$ cat src/hw/rtl/mtst_pkg.sv
`timescale 1ns / 1ps
// ----------------------------------------------------------------------------
// mtst_pkg
// Shared types and constants for the multitouch slot frame tracker.
// ----------------------------------------------------------------------------
package mtst_pkg;

    localparam int SLOTS     = 10;
    localparam int KEY_DEPTH = 16;

    localparam int TYPE_W  = 5;
    localparam int CODE_W  = 10;
    localparam int VAL_W   = 32;
    localparam int SLOT_W  = 4;
    localparam int KCNT_W  = $clog2(KEY_DEPTH + 1);
    localparam int KEY_AW  = (KEY_DEPTH > 1) ? $clog2(KEY_DEPTH) : 1;
    localparam int IDX_W   = (KCNT_W > SLOT_W) ? KCNT_W : SLOT_W;

    localparam logic [TYPE_W-1:0] EVT_SYN = TYPE_W'(0);
    localparam logic [TYPE_W-1:0] EVT_KEY = TYPE_W'(1);
    localparam logic [TYPE_W-1:0] EVT_ABS = TYPE_W'(3);

    localparam logic [CODE_W-1:0] SYNC_REPORT  = CODE_W'(0);
    localparam logic [CODE_W-1:0] SYNC_DROPPED = CODE_W'(3);
    localparam logic [CODE_W-1:0] AXIS_SLOT    = CODE_W'('h2F);
    localparam logic [CODE_W-1:0] AXIS_X       = CODE_W'('h35);
    localparam logic [CODE_W-1:0] AXIS_Y       = CODE_W'('h36);
    localparam logic [CODE_W-1:0] AXIS_TRACK   = CODE_W'('h39);

    localparam logic REC_KEY  = 1'b0;
    localparam logic REC_SLOT = 1'b1;

    typedef struct packed {
        logic [TYPE_W-1:0]       ev_type;
        logic [CODE_W-1:0]       ev_code;
        logic signed [VAL_W-1:0] ev_value;
    } t_ev;

    typedef struct packed {
        logic                    record_kind;
        logic [SLOT_W-1:0]       slot_index;
        logic [CODE_W-1:0]       key_code;
        logic signed [VAL_W-1:0] key_value;
        logic                    finger_present;
        logic signed [VAL_W-1:0] track_id;
        logic signed [VAL_W-1:0] pos_x;
        logic signed [VAL_W-1:0] pos_y;
        logic                    last;
    } t_rec;

    typedef struct packed {
        logic             accept;
        logic             key_ld;
        logic             slot_ld;
        logic             last;
        logic             clr_keys;
        logic [IDX_W-1:0] idx;
    } t_cmd;

    typedef struct packed {
        logic              is_report;
        logic              out_free;
        logic [KCNT_W-1:0] key_cnt;
    } t_sts;

endpackage

$ cat src/hw/rtl/multitouch_slot_frame_tracker_unit.sv
`timescale 1ns / 1ps
// ----------------------------------------------------------------------------
// multitouch_slot_frame_tracker_unit
// Tracks multitouch protocol B slots from input events and emits a frame of
// buffered key records and slot records on each report sync.
//
//   Channel   Direction  Handshake                 Payload
//   in        input      i_in_valid / o_in_stall   i_in_req  (t_ev)
//   out       output     o_out_valid / i_out_stall o_out_rec (t_rec)
//
// An event is accepted while idle. A report sync then reads and emits each
// buffered key (S_KRD, S_KOUT), then each slot record (S_SOUT), through the
// single key buffer read port and one output record register. Reset is
// synchronous and needs no clearing pass. Output stalls hold the sequencer,
// and no request is taken until the frame's last record is loaded.
// ----------------------------------------------------------------------------
module multitouch_slot_frame_tracker_unit
    import mtst_pkg::*;
(
    input  logic i_clk,
    input  logic i_rst_n,
    input  logic i_in_valid,
    output logic o_in_stall,
    input  t_ev  i_in_req,
    output logic o_out_valid,
    input  logic i_out_stall,
    output t_rec o_out_rec
);

    t_cmd cmd;
    t_sts sts;

    mtst_ctrl u_ctrl (
        .i_clk      (i_clk),
        .i_rst_n    (i_rst_n),
        .i_in_valid (i_in_valid),
        .o_in_stall (o_in_stall),
        .i_sts      (sts),
        .o_cmd      (cmd)
    );

    mtst_dpath u_dpath (
        .i_clk       (i_clk),
        .i_rst_n     (i_rst_n),
        .i_in_req    (i_in_req),
        .i_cmd       (cmd),
        .o_sts       (sts),
        .o_out_valid (o_out_valid),
        .i_out_stall (i_out_stall),
        .o_out_rec   (o_out_rec)
    );

endmodule

$ cat src/hw/rtl/mtst_dpath.sv
`timescale 1ns / 1ps
// ----------------------------------------------------------------------------
// mtst_dpath
// Slot state registers, key buffer memory and the output record register.
// ----------------------------------------------------------------------------
module mtst_dpath
    import mtst_pkg::*;
(
    input  logic i_clk,
    input  logic i_rst_n,
    input  t_ev  i_in_req,
    input  t_cmd i_cmd,
    output t_sts o_sts,
    output logic o_out_valid,
    input  logic i_out_stall,
    output t_rec o_out_rec
);

    logic signed [VAL_W-1:0] r_track [SLOTS];
    logic                    r_pres  [SLOTS];
    logic signed [VAL_W-1:0] r_x     [SLOTS];
    logic signed [VAL_W-1:0] r_y     [SLOTS];
    logic [SLOT_W-1:0]       r_sel;
    logic [KCNT_W-1:0]       r_key_cnt;

    logic [CODE_W-1:0]       r_kmem_code [KEY_DEPTH];
    logic signed [VAL_W-1:0] r_kmem_val  [KEY_DEPTH];
    logic [CODE_W-1:0]       r_kcode_rd;
    logic signed [VAL_W-1:0] r_kval_rd;

    logic r_out_valid;
    t_rec r_out_rec;

    logic              is_abs;
    logic              is_key;
    logic              is_syn;
    logic              is_drop;
    logic [SLOT_W-1:0] n_sel;
    logic [SLOT_W-1:0] rd_slot;
    logic              out_free;

    assign is_abs  = i_cmd.accept && (i_in_req.ev_type == EVT_ABS);
    assign is_key  = i_cmd.accept && (i_in_req.ev_type == EVT_KEY);
    assign is_syn  = i_in_req.ev_type == EVT_SYN;
    assign is_drop = i_cmd.accept && is_syn && (i_in_req.ev_code == SYNC_DROPPED);
    assign rd_slot = i_cmd.idx[SLOT_W-1:0];
    assign out_free = !r_out_valid || !i_out_stall;

    always_comb begin
        if (i_in_req.ev_value[VAL_W-1]) begin
            n_sel = '0;
        end else if (i_in_req.ev_value >= VAL_W'(SLOTS)) begin
            n_sel = SLOT_W'(SLOTS - 1);
        end else begin
            n_sel = i_in_req.ev_value[SLOT_W-1:0];
        end
    end

    always_ff @(posedge i_clk) begin
        if (!i_rst_n) begin
            r_sel <= '0;
            for (int s = 0; s < SLOTS; s++) begin
                r_track[s] <= '1;
                r_pres[s]  <= 1'b0;
                r_x[s]     <= '0;
                r_y[s]     <= '0;
            end
        end else if (is_drop) begin
            for (int s = 0; s < SLOTS; s++) begin
                r_track[s] <= '1;
                r_pres[s]  <= 1'b0;
                r_x[s]     <= '0;
                r_y[s]     <= '0;
            end
        end else if (is_abs) begin
            case (i_in_req.ev_code)
                AXIS_SLOT: begin
                    r_sel <= n_sel;
                end
                AXIS_TRACK: begin
                    r_track[r_sel] <= i_in_req.ev_value;
                    r_pres[r_sel]  <= (i_in_req.ev_value != '1);
                end
                AXIS_X: begin
                    r_x[r_sel] <= i_in_req.ev_value;
                end
                AXIS_Y: begin
                    r_y[r_sel] <= i_in_req.ev_value;
                end
                default: begin
                end
            endcase
        end
    end

    always_ff @(posedge i_clk) begin
        if (!i_rst_n) begin
            r_key_cnt <= '0;
        end else if (is_drop || i_cmd.clr_keys) begin
            r_key_cnt <= '0;
        end else if (is_key && (r_key_cnt < KCNT_W'(KEY_DEPTH))) begin
            r_key_cnt <= KCNT_W'(r_key_cnt + KCNT_W'(1));
        end
    end

    always_ff @(posedge i_clk) begin
        if (is_key && (r_key_cnt < KCNT_W'(KEY_DEPTH))) begin
            r_kmem_code[r_key_cnt[KEY_AW-1:0]] <= i_in_req.ev_code;
            r_kmem_val[r_key_cnt[KEY_AW-1:0]]  <= i_in_req.ev_value;
        end
        r_kcode_rd <= r_kmem_code[i_cmd.idx[KEY_AW-1:0]];
        r_kval_rd  <= r_kmem_val[i_cmd.idx[KEY_AW-1:0]];
    end

    always_ff @(posedge i_clk) begin
        if (!i_rst_n) begin
            r_out_valid <= 1'b0;
        end else if (i_cmd.key_ld || i_cmd.slot_ld) begin
            r_out_valid <= 1'b1;
        end else if (!i_out_stall) begin
            r_out_valid <= 1'b0;
        end
    end

    always_ff @(posedge i_clk) begin
        if (i_cmd.key_ld) begin
            r_out_rec.record_kind    <= REC_KEY;
            r_out_rec.slot_index     <= '0;
            r_out_rec.key_code       <= r_kcode_rd;
            r_out_rec.key_value      <= r_kval_rd;
            r_out_rec.finger_present <= 1'b0;
            r_out_rec.track_id       <= '0;
            r_out_rec.pos_x          <= '0;
            r_out_rec.pos_y          <= '0;
            r_out_rec.last           <= 1'b0;
        end else if (i_cmd.slot_ld) begin
            r_out_rec.record_kind    <= REC_SLOT;
            r_out_rec.slot_index     <= rd_slot;
            r_out_rec.key_code       <= '0;
            r_out_rec.key_value      <= '0;
            r_out_rec.finger_present <= r_pres[rd_slot];
            r_out_rec.track_id       <= r_track[rd_slot];
            r_out_rec.pos_x          <= r_x[rd_slot];
            r_out_rec.pos_y          <= r_y[rd_slot];
            r_out_rec.last           <= i_cmd.last;
        end
    end

    assign o_sts.is_report = is_syn && (i_in_req.ev_code == SYNC_REPORT);
    assign o_sts.out_free  = out_free;
    assign o_sts.key_cnt   = r_key_cnt;
    assign o_out_valid     = r_out_valid;
    assign o_out_rec       = r_out_rec;

endmodule

$ cat src/hw/rtl/mtst_ctrl.sv
`timescale 1ns / 1ps
// ----------------------------------------------------------------------------
// mtst_ctrl
// Sequencer that accepts events and walks the records of a report frame.
// ----------------------------------------------------------------------------
module mtst_ctrl
    import mtst_pkg::*;
(
    input  logic i_clk,
    input  logic i_rst_n,
    input  logic i_in_valid,
    output logic o_in_stall,
    input  t_sts i_sts,
    output t_cmd o_cmd
);

    localparam logic [1:0] S_IDLE = 2'd0;
    localparam logic [1:0] S_KRD  = 2'd1;
    localparam logic [1:0] S_KOUT = 2'd2;
    localparam logic [1:0] S_SOUT = 2'd3;

    logic [1:0]       r_state;
    logic [1:0]       n_state;
    logic [IDX_W-1:0] r_idx;
    logic [IDX_W-1:0] n_idx;
    logic             key_done;
    logic             slot_done;

    assign key_done  = IDX_W'(r_idx + IDX_W'(1)) == IDX_W'(i_sts.key_cnt);
    assign slot_done = r_idx == IDX_W'(SLOTS - 1);

    always_comb begin
        n_state        = r_state;
        n_idx          = r_idx;
        o_cmd.accept   = 1'b0;
        o_cmd.key_ld   = 1'b0;
        o_cmd.slot_ld  = 1'b0;
        o_cmd.last     = 1'b0;
        o_cmd.clr_keys = 1'b0;
        o_cmd.idx      = r_idx;
        case (r_state)
            S_IDLE: begin
                if (i_in_valid) begin
                    o_cmd.accept = 1'b1;
                    if (i_sts.is_report) begin
                        n_idx = '0;
                        if (i_sts.key_cnt == '0) begin
                            n_state = S_SOUT;
                        end else begin
                            n_state = S_KRD;
                        end
                    end
                end
            end
            S_KRD: begin
                n_state = S_KOUT;
            end
            S_KOUT: begin
                if (i_sts.out_free) begin
                    o_cmd.key_ld = 1'b1;
                    if (key_done) begin
                        o_cmd.clr_keys = 1'b1;
                        n_idx          = '0;
                        n_state        = S_SOUT;
                    end else begin
                        n_idx   = IDX_W'(r_idx + IDX_W'(1));
                        n_state = S_KRD;
                    end
                end
            end
            S_SOUT: begin
                if (i_sts.out_free) begin
                    o_cmd.slot_ld = 1'b1;
                    o_cmd.last    = slot_done;
                    if (slot_done) begin
                        n_idx   = '0;
                        n_state = S_IDLE;
                    end else begin
                        n_idx = IDX_W'(r_idx + IDX_W'(1));
                    end
                end
            end
            default: begin
                n_state = S_IDLE;
            end
        endcase
    end

    always_ff @(posedge i_clk) begin
        if (!i_rst_n) begin
            r_state <= S_IDLE;
            r_idx   <= '0;
        end else begin
            r_state <= n_state;
            r_idx   <= n_idx;
        end
    end

    assign o_in_stall = r_state != S_IDLE;

endmodule
$ cat config.mk
export PLATFORM = sky130hd
export DESIGN_NAME = multitouch_slot_frame_tracker_unit
export DESIGN_NICKNAME = d
export VERILOG_FILES = /design/src/hw/rtl/mtst_pkg.sv /design/src/hw/rtl/multitouch_slot_frame_tracker_unit.sv /design/src/hw/rtl/mtst_dpath.sv /design/src/hw/rtl/mtst_ctrl.sv
export SDC_FILE = /design/constraint.sdc
export NUM_CORES = 2
export LEC_CHECK = 0
export ABC_AREA = 1
export BUFFER_PORTS_ARGS = -buffer_cell sky130_fd_sc_hd__buf_4
export CAP_MARGIN = 20
export CORE_MARGIN = 1.5
export CORE_UTILIZATION = 45
export DETAILED_ROUTE_END_ITERATION = 10
export PLACE_DENSITY_LB_ADDON = 0.12
export SYNTH_ARGS = -nofsm -noshare
export SYNTH_HDL_FRONTEND = slang
export SYNTH_SLANG_ARGS = --single-unit
export TNS_END_PERCENT = 5
$ cat constraint.sdc
create_clock -name i_clk -period 5.2 [get_ports i_clk]
set_input_delay 0.26 -clock i_clk [delete_from_list [all_inputs] [get_ports i_clk]]
set_output_delay 0.26 -clock i_clk [all_outputs]
set_load 0.02 [all_outputs]
* After elaboration in Yosys (flattened, before gate mapping)
Memory sizes are Yosys's and may differ from the RTL's. A register that Yosys moved wholly into a read port is not among the register bits.
Cells that the tools add are included.
** Word-level totals
- RAM bits :: 1642
- Input bits :: 51
- Flip-flop bits (word level) :: 162
- Output and inout port bits :: 147
- Logic and storage cells :: 222
- Memories kept :: 6
** Operators by class
- $lt $le $gt $ge :: 2
- Bitwise logic cells :: 42
- Add/sub/neg operators :: 2
- Muxes and demuxes :: 111
- Reductions and logical operators :: 26
- Equal/unequal tests :: 19
** Memory list
- u_dpath.r_kmem_val :: depth 16, width 32, rd ports 1, clocked after Yosys merged registers in 1, write ports 1, RTL line mtst_dpath.sv:27 : logic signed [VAL_W-1:0] r_kmem_val [KEY_DEPTH];
- u_dpath.r_track :: depth 10, width 32, rd ports 1, clocked after Yosys merged registers in 1, write ports 10, RTL line mtst_dpath.sv:19 : logic signed [VAL_W-1:0] r_track [SLOTS];
- u_dpath.r_x :: depth 10, width 32, rd ports 1, clocked after Yosys merged registers in 1, write ports 10, RTL line mtst_dpath.sv:21 : logic signed [VAL_W-1:0] r_x [SLOTS];
- u_dpath.r_y :: depth 10, width 32, rd ports 1, clocked after Yosys merged registers in 1, write ports 10, RTL line mtst_dpath.sv:22 : logic signed [VAL_W-1:0] r_y [SLOTS];
- u_dpath.r_kmem_code :: depth 16, width 10, rd ports 1, clocked after Yosys merged registers in 1, write ports 1, RTL line mtst_dpath.sv:26 : logic [CODE_W-1:0] r_kmem_code [KEY_DEPTH];
- u_dpath.r_pres :: depth 10, width 1, rd ports 1, clocked after Yosys merged registers in 1, write ports 10, RTL line mtst_dpath.sv:20 : logic r_pres [SLOTS];
** Operator list (count)
- $mux W32 :: 33
- $mux W140 :: 2
- $reduce_or A32 Y1 :: 3
- $mux W4 :: 14
- $mux W1 :: 45
- $eq A10 B6 Y1 const B :: 4
- $or A1 B1 Y1 :: 40
- $ge A32 B5 Y1 const B :: 1
- $ne A32 B32 Y1 const B :: 1
- $mux W5 :: 6
- $mux W2 :: 9
- $pmux W5 S3 :: 1
- $add A5 B1 Y5 const B :: 2
- $eq A10 B2 Y1 const B :: 1
- $logic_not A10 Y1 :: 1
- $logic_not A5 Y1 :: 2
- $reduce_and A5 Y1 :: 2
- $ne A2 B1 Y1 const B :: 4
- $pmux W2 S4 :: 1
- $logic_and A1 B1 Y1 :: 6
- $eq A5 B1 Y1 const B :: 1
- $eq A5 B2 Y1 const B :: 1
- $eq A5 B4 Y1 const B :: 1
- $eq A5 B5 Y1 :: 1
- other kinds (13) :: 20

* Logic depth before layout (Yosys ltp)
- Depth after elaboration :: 9
- Gate-level depth with buffers :: 15
- Mapped depth without buffers :: 12

* Modules after synthesis
Synthesis repeated with hierarchy kept, for this count alone.
** Unflattened totals
- Cell total of the unflattened synthesis :: 8964
- Area, all modules :: 100306.2 µm²
** By module, submodules not included
- mtst_dpath :: sequential area each 71058.2 µm², instances 1, area each 99703.1 µm², cells each 8865
- mtst_ctrl :: sequential area each 140.1 µm², instances 1, area each 603.1 µm², cells each 99

* Least setup slack after synthesis
OpenSTA, ideal clock, no wires.
- Kind :: register -> register
- From :: register u_ctrl.r_state[0]
- To :: memory u_dpath.r_kmem_code[15][0] (enable)
- Setup time :: 0.443 ns
- Data required time :: 4.757 ns
- Buffers on the path :: 0
- Arrival :: 2.970 ns
- Clock period less this slack :: 3.413 ns
- Setup slack :: 1.787 ns
- Cell stages (with the launch flop) :: 8
- Cell sequence :: dfxtp_1 nor2_2 nand2_2 nor3_4 nand2_1 nor2_1 inv_1 nor2_1
** Between the ends
- Word-level cells in the longest chain between the ends :: 6
** RTL lines
- from (decl) :: RTL line mtst_ctrl.sv:22 : logic [1:0] r_state;
- from (signal assigned) :: RTL line mtst_ctrl.sv:94 : r_state <= n_state;
- $logic_not A2 Y1 :: RTL line mtst_ctrl.sv:41 : case (r_state)
- $mux W1 :: RTL line mtst_ctrl.sv:41
- $logic_and A1 B1 Y1 :: RTL line mtst_dpath.sv:43 : assign is_key = i_cmd.accept && (i_in_req.ev_type == EVT_KEY);
- $logic_and A1 B1 Y1 :: RTL line mtst_dpath.sv:107 : if (is_key && (r_key_cnt < KCNT_W'(KEY_DEPTH))) begin
- $mux W1 :: RTL line mtst_dpath.sv:107
- $mux W1 (implied by the code) :: RTL line mtst_dpath.sv:108 : r_kmem_code[r_key_cnt[KEY_AW-1:0]] <= i_in_req.ev_code;
- to (decl) :: RTL line mtst_dpath.sv:26
No other way between the ends.

==> impl_summary.md <==
Setup path
The slowest stage of the critical path is the nor2_2 cell. The critical path's top delay family is simple AND/OR/NAND/NOR gates. The reg-to-reg critical path startpoint is u_ctrl.r_state[0].

The startpoint type of the worst setup path is a register. STA classifies the critical path endpoint as a register. Of all nets on the critical path, the largest fanout is 22. The dominant cell type by count on the critical path is nor2_2.

For the worst setup path, the data arrival time is 4.42 ns. STA puts the critical path data required time at approximately 5.8 ns. Counting both buffers and inverters, the worst setup path holds a total of 2. The worst reg2reg path endpoint is u_dpath.r_track[10][31]. The register-to-register setup slack is 1.38 ns. The kind of critical path is register to register. The worst reg-to-reg path cell count is 8. The maximum cell stage delay along the critical path is 0.77 ns. The signal on the critical path passes through nor2_2 > nand2_2 > nor4_4 > nand4_1 > nor2_2 > inv_1 > nor2_4 > buf_4.

Floorplanning
The floorplan step set the die width to 469 µm. The floorplan has 170 rows. The core box area is 215000 µm². The floorplan die area is between 200000 and 250000 µm².

From bottom edge to top edge, the die measures 469 µm. Pin placement for this block handled ~200 I/O pins. The initial standard-cell utilization of the core is 45.4%.

Placed design
The half-perimeter wire length of the detailed placement result is 174000 µm. The number of I/O port buffers is around 200. The placer congestion estimate is between 0.8 and 0.9. In this run, placement finished with an instance count of 10800.

Finish
The fraction of layout instances using a drive strength above 1 is 9.95%. The final non-filler cell total is 11300. For this run, the post-layout net count is 8329.

Once layout is complete, the utilization of the core stands at 51.6%. The fill cell total of the finished layout is roughly 19000. From synthesis to final layout, the design area changed by 13.7%.

Detailed routing
After detailed routing, the met2 layer carries 138000 µm of wire. The first TritonRoute pass finished after 6 iterations. The detail route stage leaves a number of antenna-violating nets equal to 0. For this block, wires on met1 add up to 131000 µm. The top layer reached by signal wires is met5.

The total routed wirelength is slightly above 300000 µm. For this block, the via count after detailed routing is about 67000. In the routed design, unresolved DRC markers number 0.

After detailed routing, the number of vias per cell comes to 5.89. The routed length per instance is 27.1 µm. The routed design uses approximately 26000 µm of met3 wire. The DRC violation total after the first TritonRoute iteration is 8137.

Clock tree
The CTS sink count is between 2000 and 2500. For the worst-skew pair, the clock arrives at the later sink with an insertion delay of 0.92 ns. The quantity of gates resized following cts is 0.

Counting along the longest clock path gives a buffer depth of 4. Clock-pin slew was measured on the worst setup and hold paths at approximately 0.060 ns. TritonCTS built the clock tree.

CTS built an H-tree with a depth of 5. The number of buffers created by CTS is 278. In this run the clock root is driven by a clkbuf_16.

Timing
The worst slew slack as a fraction of its limit is between 20% and 30%. The setup violation total in the final timing report is 0. The final hold violation count is 0. For the pin with the worst max-slew slack, the measured transition is 1.12 ns. Setup repair after global routing left no endpoint under its margin. Clock skew on the completed layout was measured at 0.0463 ns. The total negative slack is 0 ns. The number of max-slew violations in the final report is 0. The final period utilization is about three quarters.

Counting I/O delays and the setup requirement, the final critical path takes 3.82 ns. Timing would allow up to 262 MHz.

Worst hold path
The worst min-delay path endpoint is u_dpath.r_sel[1]. The hold path depth is 8. The hold path startpoint is i_in_req[11].

The path class of the tightest hold or removal check is primary input to register.

Power
For this design the ratio of total power to cell area is 388 nW/µm². The worst-case IR drop observed on VDD is 0.000382 V. The total power after layout is between 40 and 50 mW.

The leakage dissipation is 37.9 nW.

Global route
Entering global routing, the biggest net connects between 150 and 200 pins. The first-pass GRT wire length is 440000 µm. The global-route usage over all layers is 27.5%. The initial antenna violation count is 9.

The residual overflow from global routing is 0. The number of global-route vias before repair is 62400.

Logic synthesis
The proportion of synthesized chip area in sequential cells is between 70 and 80%. The dominant cell type by area after synthesis is edfxtp_1. The total number of yosys warnings is 0. The mean area per synthesized cell is roughly 12 µm². The post-synthesis instance total is approximately 8200. In this run the biggest area consumer among cell types represents 69.5% of the synthesized area. Synthesis inferred 2432 register bits. The net count after synthesis is 8293.

The synthesized cell area is 97600 µm². Ranked by total cell area, the synthesized netlist is headed by edfxtp_1 69%, nor2_1 7.2%, o21ai_0 5.8%, nand2_1 3.8%, dfxtp_1 3.6%. The number of library cell types mapped by synthesis is 30.

Run
The number of max-cap violations is 0.

Run status
The flow ran to the end, and the final reports show no timing, DRC or antenna violations.
## stage by stage
| step | cell area, µm² | hold slack [ns] | setup WS [ns] |
|---|---|---|---|
| global placement | 102000 | 0.443 | 1.33 |
| finish | 111000 | 0.0696 | 1.38 |
| CTS | 111000 | 0.00644 | 1.45 |
| global route | 111000 | 0.0316 | 1.25 |
| floorplan | 97600 | 0.359 | 1.79 |
| detailed placement | 102000 | 0.443 | 1.37 |
## what timing repair did
action                    CTS  global route
hold buffers               43             0
setup buffers               0             0
hold endpoints to repair  871             0
## flip-flops by register name (all words and copies together), names as in the netlist, named ones only
name and count:
u_ctrl.r_idx 5, u_ctrl.r_state 2, u_dpath.o_out_rec 145, u_dpath.o_out_valid 1, u_dpath.r_kcode_rd 10, u_dpath.r_key_cnt 5
u_dpath.r_kmem_code 160, u_dpath.r_kmem_val 512, u_dpath.r_kval_rd 32, u_dpath.r_pres 16, u_dpath.r_sel 4, u_dpath.r_track 512
u_dpath.r_x 512, u_dpath.r_y 512
## where the power goes
part | total [mW] | switching, mW | internal [mW]
logic | 2.30 | 1.67 | 0.633
registers | 22.2 | 0.248 | 21.9
clock network | 18.6 | 7.61 | 10.9
## worst max path at each step
stage / start / end / cells after the start
2_1_floorplan: u_ctrl.r_state[0] / u_dpath.r_kmem_code[15][0] / 7
3_3_place_gp: i_in_req[39] / u_dpath.r_track[13][9] / 8
3_5_place_dp: i_in_req[41] / u_dpath.r_track[15][2] / 8
4_1_cts: u_ctrl.r_state[0] / u_dpath.r_track[10][31] / 8
5_1_grt: u_ctrl.r_state[0] / u_dpath.r_track[10][31] / 8
6_report: u_ctrl.r_state[0] / u_dpath.r_track[10][31] / 8
## layout by cell type (no fill, tap or decap), types with 4 or more instances in the layout
cell type      instances
diode_2                4
nand2_2               20
clkinv_2              33
o211ai_1              61
o221ai_1             235
inv_1                111
clkbuf_1              84
dfxtp_4                7
nand4_1               10
clkbuf_16            286
dfxtp_1              168
clkinv_1              34
nor2_4                36
bufinv_16             11
nor4_1                 4
inv_2                 20
buf_12                34
a21oi_1               20
dlygate4sd3_1         43
o21ai_0             1126
ha_1                   6
inv_4                  6
nor2_1              1839
nor3_1                 7
o21ai_1              122
buf_4                347
o22ai_1              321
nand2_1              974
edfxtp_1            2257
clkbuf_8              25
nand3_1              198
## cell type report
class / instances / area [µm²] / area share, %
antenna: 4 / 10.0 / 0.00902
clock buffer: 395 / 7820 / 7.04
clock inverter: 77 / 646 / 0.582
inverter: 145 / 588 / 0.530
multi-input combinational: 4987 / 23200 / 20.9
sequential: 2432 / 71300 / 64.3
tap: 2838 / 3550 / 3.20
timing repair buffer: 428 / 3800 / 3.43
## cells in the mapped netlist, drive strengths merged
cell type  number
nor4            5
nor2         1878
a21oi          20
inv           141
nand3         198
ha              6
clkinv          4
nand4          10
buf           196
dfxtp         175
and3            1
nor3            8
clkbuf        476
nand2         995
o211ai         61
edfxtp       2257
o21ai        1248
o22ai         321
a22oi           1
o221ai        235
## cell families (layout without fill, tap and decap cells)
family	Yosys count	count (layout)	share of synthesized area [%]
AO/OA/AOI/OAI	1886	1886	11.1
other	0	4	0
AND/OR/NAND/NOR	3095	3095	12.3
adder cells (fa/ha/maj)	6	6	0.0769
flip-flops	2432	2432	73.1
buffers and inverters	817	1045	3.44
## layer usage
metal / track usage (%) / up-vias
li1: - / 29600
met2: 41.8 / 3092
met1: 39.5 / 33500
met3: 5.03 / 480
met5: 0 / -
met4: 9.76 / 6
## worst reg2reg max path, stage by stage, from the launching register on
cell	delay [ns]
dfxtp_1	0.38
nor2_2	0.18
nand2_2	0.13
nor4_4	0.25
nand4_1	0.16
nor2_2	0.77
inv_1	0.52
nor2_4	0.77
buf_4	0.35
No activity file was read; power rests on OpenSTA's default activity.
